## config.mk

```make
export PLATFORM = sky130hd
export DESIGN_NAME = read_coverage_and_start_tally
export DESIGN_NICKNAME = d
export VERILOG_FILES = /design/src/hw/rtl/rcst_pkg.sv /design/src/hw/rtl/rcst_ram.sv /design/src/hw/rtl/rcst_ctrl.sv /design/src/hw/rtl/rcst_dp.sv /design/src/hw/rtl/read_coverage_and_start_tally.sv
export SDC_FILE = /design/constraint.sdc
export NUM_CORES = 2
export LEC_CHECK = 0
export ABC_CLOCK_PERIOD_IN_PS = 20200
export BUFFER_PORTS_ARGS = -buffer_cell sky130_fd_sc_hd__buf_2
export CAP_MARGIN = 20
export CORE_UTILIZATION = 40
export DETAILED_ROUTE_END_ITERATION = 6
export PLACE_DENSITY = 0.56
export SETUP_SLACK_MARGIN = 0.02
export SYNTH_ARGS = -nofsm -noshare
export SYNTH_HDL_FRONTEND = slang
export SYNTH_HIERARCHICAL = 1
export SYNTH_MEMORY_MAX_BITS = 65536
export SYNTH_SLANG_ARGS = --single-unit
```

## constraint.sdc

```tcl
create_clock -name clk -period 20.2 [get_ports clk]
set_input_delay 1.01 -clock clk [delete_from_list [all_inputs] [get_ports clk]]
set_output_delay 1.01 -clock clk [all_outputs]
set_load 0.005 [all_outputs]
```

## src/hw/rtl/rcst_pkg.sv

```systemverilog
// ----------------------------------------------------------------------------
// rcst_pkg
// Shared types and constants for the read coverage and start tally block.
// ----------------------------------------------------------------------------
package rcst_pkg;

  localparam int KMER_LEN   = 3;
  localparam int CODE_W     = 3;
  localparam int BASES_W    = KMER_LEN * CODE_W;
  localparam int BIN_W      = 2 * KMER_LEN;
  localparam int NBINS      = 1 << BIN_W;
  localparam int QPOS_W     = 10;
  localparam int RED_W      = 16;
  localparam int DIV_CNT_W  = 5;
  localparam int DIV_STEPS  = 17;     // quotient bits of 0x10000 / d

  localparam logic OP_OBSERVE = 1'b0;
  localparam logic OP_READOUT = 1'b1;

  // controller -> datapath
  typedef struct packed {
    logic load;       // capture input transaction
    logic div_start;  // seed the divider
    logic div_step;   // one restoring step
    logic apply;      // update counters / bins (op 0)
    logic emit;       // load output register
  } rcst_cmd_t;

  // datapath -> controller
  typedef struct packed {
    logic is_readout;
    logic needs_div;
    logic last;
  } rcst_sts_t;

  // Bin index of a k-mer; valid low when any code is N or above.
  function automatic logic [BIN_W:0] kmer_index(input logic [BASES_W-1:0] b,
                                                input logic comp);
    logic [BIN_W-1:0] acc;
    logic             ok;
    logic [CODE_W-1:0] c;
    acc = '0;
    ok  = 1'b1;
    for (int i = 0; i < KMER_LEN; i++) begin
      c = b[CODE_W*(KMER_LEN-1-i) +: CODE_W];
      if (c > 3'd3) ok = 1'b0;
      acc[2*(KMER_LEN-1-i) +: 2] = comp ? ~c[1:0] : c[1:0];
    end
    return {ok, acc};
  endfunction

endpackage

```

## src/hw/rtl/rcst_ram.sv

```systemverilog
// ----------------------------------------------------------------------------
// rcst_ram
// Generic single-port RAM with registered read.
// ----------------------------------------------------------------------------
module rcst_ram #(
  parameter int WIDTH = 32,
  parameter int DEPTH = 64
) (
  input  logic                     clk,
  input  logic                     we,
  input  logic [$clog2(DEPTH)-1:0] addr,
  input  logic [WIDTH-1:0]         wdata,
  output logic [WIDTH-1:0]         rdata
);

  logic [WIDTH-1:0] mem [DEPTH];

  always_ff @(posedge clk) begin
    if (we) mem[addr] <= wdata;
    rdata <= mem[addr];
  end

endmodule

```

## src/hw/rtl/rcst_ctrl.sv

```systemverilog
// ----------------------------------------------------------------------------
// rcst_ctrl
// Sequencer: accept, optional divide, read bins, update, emit for readout or last record.
// ----------------------------------------------------------------------------
module rcst_ctrl import rcst_pkg::*; (
  input  logic      clk,
  input  logic      rst_n,
  input  logic      in_valid,
  output logic      in_stall,
  output logic      out_valid,
  input  logic      out_stall,
  input  logic      clr_busy,
  input  rcst_sts_t sts,
  output rcst_cmd_t cmd
);

  typedef enum logic [2:0] {S_IDLE, S_DIV, S_RD, S_APPLY, S_OUT} state_t;

  state_t               state_r, state_nxt;
  logic [DIV_CNT_W-1:0] cnt_r, cnt_nxt;
  logic                 ovld_r, ovld_nxt;

  logic accept;
  assign accept    = (state_r == S_IDLE) && in_valid && !clr_busy;
  assign in_stall  = (state_r != S_IDLE) || clr_busy;
  assign out_valid = ovld_r;

  always_comb begin
    state_nxt = state_r;
    cnt_nxt   = cnt_r;
    ovld_nxt  = ovld_r && out_stall;
    cmd       = '0;
    unique case (state_r)
      S_IDLE: if (accept) begin
        cmd.load  = 1'b1;
        state_nxt = S_DIV;
        cnt_nxt   = '0;
      end
      S_DIV: begin
        if (cnt_r == '0) begin
          cmd.div_start = 1'b1;
          cnt_nxt       = 5'd1;
          if (sts.is_readout || !sts.needs_div) state_nxt = S_RD;
        end else begin
          cmd.div_step = 1'b1;
          cnt_nxt      = cnt_r + 5'd1;
          if (cnt_r == DIV_CNT_W'(DIV_STEPS)) state_nxt = S_RD;
        end
      end
      S_RD: state_nxt = S_APPLY;     // bin RAM read latency
      S_APPLY: begin
        cmd.apply = 1'b1;
        if (sts.is_readout || sts.last) state_nxt = S_OUT;
        else state_nxt = S_IDLE;
      end
      S_OUT: if (!ovld_r || !out_stall) begin
        cmd.emit  = 1'b1;
        ovld_nxt  = 1'b1;
        state_nxt = S_IDLE;
      end
      default: state_nxt = S_IDLE;
    endcase
  end

  always_ff @(posedge clk) begin
    if (!rst_n) begin
      state_r <= S_IDLE;
      cnt_r   <= '0;
      ovld_r  <= 1'b0;
    end else begin
      state_r <= state_nxt;
      cnt_r   <= cnt_nxt;
      ovld_r  <= ovld_nxt;
    end
  end

endmodule

```

## src/hw/rtl/rcst_dp.sv

```systemverilog
// ----------------------------------------------------------------------------
// rcst_dp
// Counters, reciprocal divider, start histograms and output register.
// ----------------------------------------------------------------------------
module rcst_dp import rcst_pkg::*; (
  input  logic               clk,
  input  logic               rst_n,
  input  rcst_cmd_t          cmd,
  output rcst_sts_t          sts,
  output logic               clr_busy,
  input  logic               in_op,
  input  logic [31:0]        in_position,
  input  logic [7:0]         in_ref_char,
  input  logic               in_is_deletion,
  input  logic               in_reversed,
  input  logic [15:0]        in_redundancy,
  input  logic [QPOS_W-1:0]  in_query_start,
  input  logic [QPOS_W-1:0]  in_query_end,
  input  logic [QPOS_W-1:0]  in_query_position,
  input  logic [QPOS_W-1:0]  in_read_len,
  input  logic [BASES_W-1:0] in_start_bases,
  input  logic               in_last_in_position,
  output logic [31:0]        out_position,
  output logic [7:0]         out_ref_char,
  output logic [15:0]        out_unique_top,
  output logic [15:0]        out_unique_bot,
  output logic [31:0]        out_redundant_top,
  output logic [31:0]        out_redundant_bot,
  output logic [15:0]        out_raw_redundant_top,
  output logic [15:0]        out_raw_redundant_bot,
  output logic [15:0]        out_begin_top,
  output logic [15:0]        out_begin_bot,
  output logic [31:0]        out_bin_top_count,
  output logic [31:0]        out_bin_bot_count
);

  // captured transaction
  logic               op_r, rev_r, last_r, count_r, uniq_r, first_r;
  logic [31:0]        pos_r;
  logic [7:0]         base_r;
  logic [RED_W-1:0]   red_r;
  logic [BASES_W-1:0] bases_r;

  logic matched;
  assign matched = in_reversed ? (in_query_end == in_read_len) : (in_query_start == 10'd1);

  always_ff @(posedge clk) begin
    if (cmd.load) begin
      op_r    <= in_op;
      rev_r   <= in_reversed;
      last_r  <= in_last_in_position;
      count_r <= !in_is_deletion && matched;
      uniq_r  <= in_redundancy == 16'd1;
      first_r <= in_reversed ? (in_query_position == in_read_len)
                             : (in_query_position == 10'd1);
      pos_r   <= in_position;
      base_r  <= in_ref_char;
      red_r   <= in_redundancy;
      bases_r <= in_start_bases;
    end
  end

  assign sts.is_readout = op_r == OP_READOUT;
  assign sts.needs_div  = count_r && !uniq_r && red_r != '0;
  assign sts.last       = last_r;

  // restoring divider: 0x10000 / red_r, one quotient bit a step
  logic [RED_W:0]   rem_r;
  logic [RED_W:0]   quo_r;
  logic [RED_W+1:0] trial;
  logic [RED_W:0]   dividend_r;
  assign trial = {rem_r, dividend_r[RED_W]} - {2'b0, red_r};

  always_ff @(posedge clk) begin
    if (cmd.div_start) begin
      rem_r      <= '0;
      quo_r      <= '0;
      dividend_r <= 17'h10000;
    end else if (cmd.div_step) begin
      dividend_r <= {dividend_r[RED_W-1:0], 1'b0};
      if (!trial[RED_W+1]) begin
        rem_r <= trial[RED_W:0];
        quo_r <= {quo_r[RED_W-1:0], 1'b1};
      end else begin
        rem_r <= {rem_r[RED_W-1:0], dividend_r[RED_W]};
        quo_r <= {quo_r[RED_W-1:0], 1'b0};
      end
    end
  end

  logic [31:0] recip;
  assign recip = (red_r == '0) ? 32'h10000 : {15'b0, quo_r};

  // per-position counters
  logic [15:0] uniq_r2 [2];
  logic [15:0] raw_r   [2];
  logic [15:0] start_r [2];
  logic [31:0] sum_r   [2];
  logic [32:0] sum_add;
  assign sum_add = {1'b0, sum_r[rev_r]} + {1'b0, recip};

  // histogram RAMs and clearing pass
  logic [BIN_W:0]   key;
  logic [BIN_W-1:0] clr_idx_r;
  logic             clr_r;
  logic [BIN_W-1:0] addr;
  logic [31:0]      top_q, bot_q;
  logic             we_top, we_bot, tally;
  logic [31:0]      wd_top, wd_bot;

  assign key      = kmer_index(bases_r, rev_r && !op_r);
  assign clr_busy = clr_r;
  assign addr     = clr_r ? clr_idx_r : key[BIN_W-1:0];
  assign tally    = cmd.apply && !op_r && count_r && uniq_r && first_r && key[BIN_W];
  assign we_top   = clr_r || (tally && !rev_r);
  assign we_bot   = clr_r || (tally && rev_r);
  assign wd_top   = clr_r ? '0 : ((top_q == '1) ? top_q : top_q + 32'd1);
  assign wd_bot   = clr_r ? '0 : ((bot_q == '1) ? bot_q : bot_q + 32'd1);

  rcst_ram #(.WIDTH(32), .DEPTH(NBINS)) u_top (
    .clk(clk), .we(we_top), .addr(addr), .wdata(wd_top), .rdata(top_q));
  rcst_ram #(.WIDTH(32), .DEPTH(NBINS)) u_bot (
    .clk(clk), .we(we_bot), .addr(addr), .wdata(wd_bot), .rdata(bot_q));

  always_ff @(posedge clk) begin
    if (!rst_n) begin
      clr_r     <= 1'b1;
      clr_idx_r <= '0;
    end else if (clr_r) begin
      clr_idx_r <= clr_idx_r + 1'b1;
      if (clr_idx_r == BIN_W'(NBINS - 1)) clr_r <= 1'b0;
    end
  end

  always_ff @(posedge clk) begin
    if (!rst_n) begin
      for (int s = 0; s < 2; s++) begin
        uniq_r2[s] <= '0; raw_r[s] <= '0; start_r[s] <= '0; sum_r[s] <= '0;
      end
    end else if (cmd.emit && !op_r) begin
      for (int s = 0; s < 2; s++) begin
        uniq_r2[s] <= '0; raw_r[s] <= '0; start_r[s] <= '0; sum_r[s] <= '0;
      end
    end else if (cmd.apply && !op_r && count_r) begin
      if (uniq_r) begin
        if (uniq_r2[rev_r] != '1) uniq_r2[rev_r] <= uniq_r2[rev_r] + 16'd1;
        if (first_r && start_r[rev_r] != '1) start_r[rev_r] <= start_r[rev_r] + 16'd1;
      end else begin
        if (raw_r[rev_r] != '1) raw_r[rev_r] <= raw_r[rev_r] + 16'd1;
        sum_r[rev_r] <= sum_add[32] ? '1 : sum_add[31:0];
      end
    end
  end

  always_ff @(posedge clk) begin
    if (cmd.emit) begin
      if (op_r == OP_READOUT) begin
        out_position <= '0; out_ref_char <= '0;
        out_unique_top <= '0; out_unique_bot <= '0;
        out_redundant_top <= '0; out_redundant_bot <= '0;
        out_raw_redundant_top <= '0; out_raw_redundant_bot <= '0;
        out_begin_top <= '0; out_begin_bot <= '0;
        out_bin_top_count <= key[BIN_W] ? top_q : '0;
        out_bin_bot_count <= key[BIN_W] ? bot_q : '0;
      end else begin
        out_position <= pos_r; out_ref_char <= base_r;
        out_unique_top <= uniq_r2[0]; out_unique_bot <= uniq_r2[1];
        out_redundant_top <= sum_r[0]; out_redundant_bot <= sum_r[1];
        out_raw_redundant_top <= raw_r[0]; out_raw_redundant_bot <= raw_r[1];
        out_begin_top <= start_r[0]; out_begin_bot <= start_r[1];
        out_bin_top_count <= '0; out_bin_bot_count <= '0;
      end
    end
  end

endmodule

```

## src/hw/rtl/read_coverage_and_start_tally.sv

```systemverilog
// ----------------------------------------------------------------------------
// read_coverage_and_start_tally
// Per-position read coverage, reciprocal redundancy sum and start histograms.
//
//   channel | direction | ports
//   in      | input     | in_valid, in_stall, in_* fields
//   out     | output    | out_valid, out_stall, out_* fields
//
// One transaction at a time; a redundant read also runs the serial restoring
// divider, and a row is emitted for a readout or the last record of a position.
// After reset a clearing pass zeroes all 64 bins of each RAM; in_stall is high.
// A row waiting in the output register holds the sequencer at the next row's emit.
// ----------------------------------------------------------------------------
module read_coverage_and_start_tally import rcst_pkg::*; (
  input  logic               clk,
  input  logic               rst_n,
  input  logic               in_valid,
  output logic               in_stall,
  input  logic               in_op,
  input  logic [31:0]        in_position,
  input  logic [7:0]         in_ref_char,
  input  logic               in_is_deletion,
  input  logic               in_reversed,
  input  logic [15:0]        in_redundancy,
  input  logic [QPOS_W-1:0]  in_query_start,
  input  logic [QPOS_W-1:0]  in_query_end,
  input  logic [QPOS_W-1:0]  in_query_position,
  input  logic [QPOS_W-1:0]  in_read_len,
  input  logic [BASES_W-1:0] in_start_bases,
  input  logic               in_last_in_position,
  output logic               out_valid,
  input  logic               out_stall,
  output logic [31:0]        out_position,
  output logic [7:0]         out_ref_char,
  output logic [15:0]        out_unique_top,
  output logic [15:0]        out_unique_bot,
  output logic [31:0]        out_redundant_top,
  output logic [31:0]        out_redundant_bot,
  output logic [15:0]        out_raw_redundant_top,
  output logic [15:0]        out_raw_redundant_bot,
  output logic [15:0]        out_begin_top,
  output logic [15:0]        out_begin_bot,
  output logic [31:0]        out_bin_top_count,
  output logic [31:0]        out_bin_bot_count
);

  rcst_cmd_t cmd;
  rcst_sts_t sts;
  logic      clr_busy;

  rcst_ctrl u_ctrl (
    .clk, .rst_n, .in_valid, .in_stall, .out_valid, .out_stall,
    .clr_busy, .sts, .cmd);

  rcst_dp u_dp (
    .clk, .rst_n, .cmd, .sts, .clr_busy,
    .in_op, .in_position, .in_ref_char, .in_is_deletion, .in_reversed,
    .in_redundancy, .in_query_start, .in_query_end, .in_query_position,
    .in_read_len, .in_start_bases, .in_last_in_position,
    .out_position, .out_ref_char, .out_unique_top, .out_unique_bot,
    .out_redundant_top, .out_redundant_bot, .out_raw_redundant_top,
    .out_raw_redundant_bot, .out_begin_top, .out_begin_bot,
    .out_bin_top_count, .out_bin_bot_count);

  // no transaction taken while the bins are being cleared
  a_no_accept_in_clear: assert property (@(posedge clk) disable iff (!rst_n)
    clr_busy |-> in_stall) else $error("accept during clear");

  // an emit always leaves a valid row
  a_emit_valid: assert property (@(posedge clk) disable iff (!rst_n)
    cmd.emit |=> out_valid) else $error("emit lost");

  // apply and load never coincide
  a_apply_load: assert property (@(posedge clk) disable iff (!rst_n)
    !(cmd.apply && cmd.load)) else $error("apply with load");

endmodule
```

==> results.tsv <==
metric	value	unit
Synth cell types	99	
r2r endpoint	u_dp/u_bot/mem[15][25]$_DFFE_PP_	
worst reg2reg path startpoint	u_dp/op_r$_DFFE_PP_	
Worst Setup EP	u_dp/u_bot/mem[15][25]$_DFFE_PP_	
height of the die	681	um
Final min period	7.23	ns
Post-synth EDFFs	4591	
Layout Area Growth over Synthesis	14.6	%
top_reg_cell synth	edfxtp_1	
Overall Global Routing Usage	0.233	
first-pass GRT wire length	781000	um
Syn Inst Count	10700	
Worst Hold Depth	1	
FF/Latch Area	140000	um^2
cell mode on critical path	buf_4	
critical path startpoint	u_dp/op_r$_DFFE_PP_	
GR Overflow Total	0	
core region area	457000	um^2
# nets final	11400	
vias in the first global route	103000	
setup ws final	12.97	ns
CP Cell Sequence	buf_4 -> nor2_1 -> xnor2_1 -> o21ai_4 -> buf_4 -> buf_4 -> and2_2 -> buf_4 -> buf_4 -> nand3_1 -> nor2_4 -> buf_4	
worst reg-to-reg setup slack	12.97	ns
final hold violations	0	
VDD IR-drop max	0.0000909	V
CP max FO	72	
total CTS buffers	478	
Critical Path Max Stage Delay	0.90	ns
via/cell ratio	5.96	
endpoint class of the critical path	flip-flop	
CP required	20.89	ns
width of the die	681	um
clock buffer depth	4	
setup_tns	0	ns
worst-skew pair later-pin latency	1.03	ns
clock sink count	4707	
CP max-delay cell	nor2_4	
Starting Density	0.403	
hpwl dp	334000	um
Hold-fix buffers, CTS	0	
worst r2r path cells	12	
worst path bufs/invs	6	
static leakage	68.6	nW
critical path arrival	7.92	ns
Via Count	106000	
Post-CTS Setup Inserts	0	
placer congestion estimate	0.881	
layout cell share with drive strength beyond 1	0.195	
synth warn	6	
Pins Over Slew Limit	0	
fillers	39000	
Hold Path Origin	in_position[5]	
Synth Net Count	10900	
routed len/inst	31.3	um
die area	463000	um^2
Post-Syn Area	184000	um^2
Initial DRC Count	13000	
Yosys reg bits	4707	
critical path depth	12	
sequential-to-total area share from yosys stat	0.761	
status	finished, final reports clean	
I/O Buffers	378	
Reg clk slew, reported paths	0.06	ns
DRC viols	0	
multi-input logic area	42700	um^2
worst min-delay path category	input port to flip-flop	
cell family with most CP delay	buffers and inverters	
Slew @ Worst Pin	1.41	ns
max cap viols	0	
routed wire length	558000	um
ys async rst share	0	
clk_skew	0.0790	ns
setup violators final	0	
antenna violations before repair	50	
Avg Cell Area, Syn	17.2	um^2
Power Density	97.4	nW/um^2
clk root buf	clkbuf_16	
row count	248	
CTS resizes	0	
antenna-violating nets left	0	
crit path kind	flip-flop to flip-flop	
H-tree lvl count	5	
DRT Pass-1 Iters	6	
Final period util	0.358	
Place WS	13.02	ns
CTS tree	built	
I/O pin cnt	379	
Largest regs	u_dp/u_bot/mem: 2048 flops, u_dp/u_top/mem: 2048 flops, u_dp/sum_r: 64 flops	
Max-slew headroom	0.0572	
Startpoint Class	flip-flop	
pin count of the biggest net entering global routing	115	
Peak Freq	138	MHz
RSZ-0062 raised after global routing	false	
[metal layers]
layer	track usage	part of all wire	vias to the layer above
li1	-	-	44400
met1	0.336	0.42	55300
met2	0.352	0.44	5590
met3	0.0499	0.10	859
met4	0.0786	0.037	16
met5	0	0.00017	-
[kinds of logic (layout without fill, tap and decap cells)]
logic type | count (synthesis) | in the layout | share of synthesized area
AO/OA/AOI/OAI | 2130 | 2130 | 0.0837
XOR/XNOR | 153 | 153 | 0.00738
adder cells (fa/ha/maj) | 44 | 44 | 0.00307
buffers and inverters | 737 | 1691 | 0.0177
flip-flops | 4707 | 4707 | 0.761
multiplexers | 1105 | 1105 | 0.0753
other | 0 | 18 | 0
AND/OR/NAND/NOR | 1825 | 1825 | 0.0519
[how the worst min path moves through the flow]
stage | end | slack [ns]
3_5_place_dp | u_dp/rem_r[10]$_SDFFE_PP0P_ | 0.50
6_report | u_dp/pos_r[5]$_DFFE_PP_ | 0.15
4_1_cts | u_dp/pos_r[5]$_DFFE_PP_ | 0.06
3_3_place_gp | u_dp/dividend_r[16]$_SDFFE_PP1P_ | 0.48
2_1_floorplan | u_dp/quo_r[16]$_SDFFE_PP0P_ | 0.45
5_1_grt | u_dp/pos_r[5]$_DFFE_PP_ | 0.1
[where the power goes]
group / leakage, nW / internal (mW) / switching [mW] / total [mW]
clock network: 7.49 / 4.95 / 3.76 / 8.70
registers: 44.9 / 10.7 / 0.107 / 10.8
logic: 16.2 / 0.376 / 0.727 / 1.10
total: 68.6 / 16.0 / 4.59 / 20.6
[worst register-to-register path, stage by stage, from the launching register on]
cell and delay [ns]:
edfxtp_1 0.35, buf_4 0.33, nor2_1 0.60, xnor2_1 0.20
o21ai_4 0.76, buf_4 0.50, buf_4 0.82, and2_2 0.31
buf_4 0.33, buf_4 0.54, nand3_1 0.84, nor2_4 0.91
buf_4 0.41
[cell type report]
cell class,instances,area share
antenna,18,0.000213
clock buffer,595,0.0595
clock inverter,285,0.0130
inverter,41,0.000800
multi-input combinational,5257,0.202
sequential,4707,0.664
tap,6125,0.0363
timing repair buffer,770,0.0236
[metrics by stage]
stage / cells / hold slack (ns) / power [mW] / util / cell area (um^2)
floorplan: 10700 / 0.451 / 11.6 / - / 184000
global placement: 16900 / 0.477 / 12.0 / 0.427 / 196000
detailed placement: 16900 / 0.496 / 12.1 / 0.428 / 196000
CTS: 17800 / 0.0634 / 20.7 / 0.461 / 211000
global route: 17800 / 0.0994 / 21.1 / 0.461 / 211000
finish: 17800 / 0.155 / 20.6 / 0.461 / 211000
[cells in the mapped netlist (185+ instances only)]
master    number  area, um^2
nor2_1       597        2240
nor2b_1      252        1580
o22ai_1      188        1180
mux2i_1      588        5890
edfxtp_1    4591      138000
o21ai_0      231        1160
a221oi_1     350        3070
a22oi_1      380        2850
a21oi_1      315        1580
and3_1       185        1160
mux2_2       325        3660
buf_2        186         931
mux4_2       192        4320
clkbuf_1     397        1490
[layout by cell type, fill, tap and decap left out, types with 304 or more instances in the layout]
cell | Yosys | layout
edfxtp_1 | 4591 | 4591
mux2i_1 | 588 | 588
clkbuf_16 | 0 | 482
nor2_1 | 597 | 404
buf_2 | 186 | 382
a22oi_1 | 380 | 379
buf_4 | 25 | 375
a221oi_1 | 350 | 350
mux2_2 | 325 | 325
a21oi_1 | 315 | 304
No activity file was read; power rests on OpenSTA's default activity.
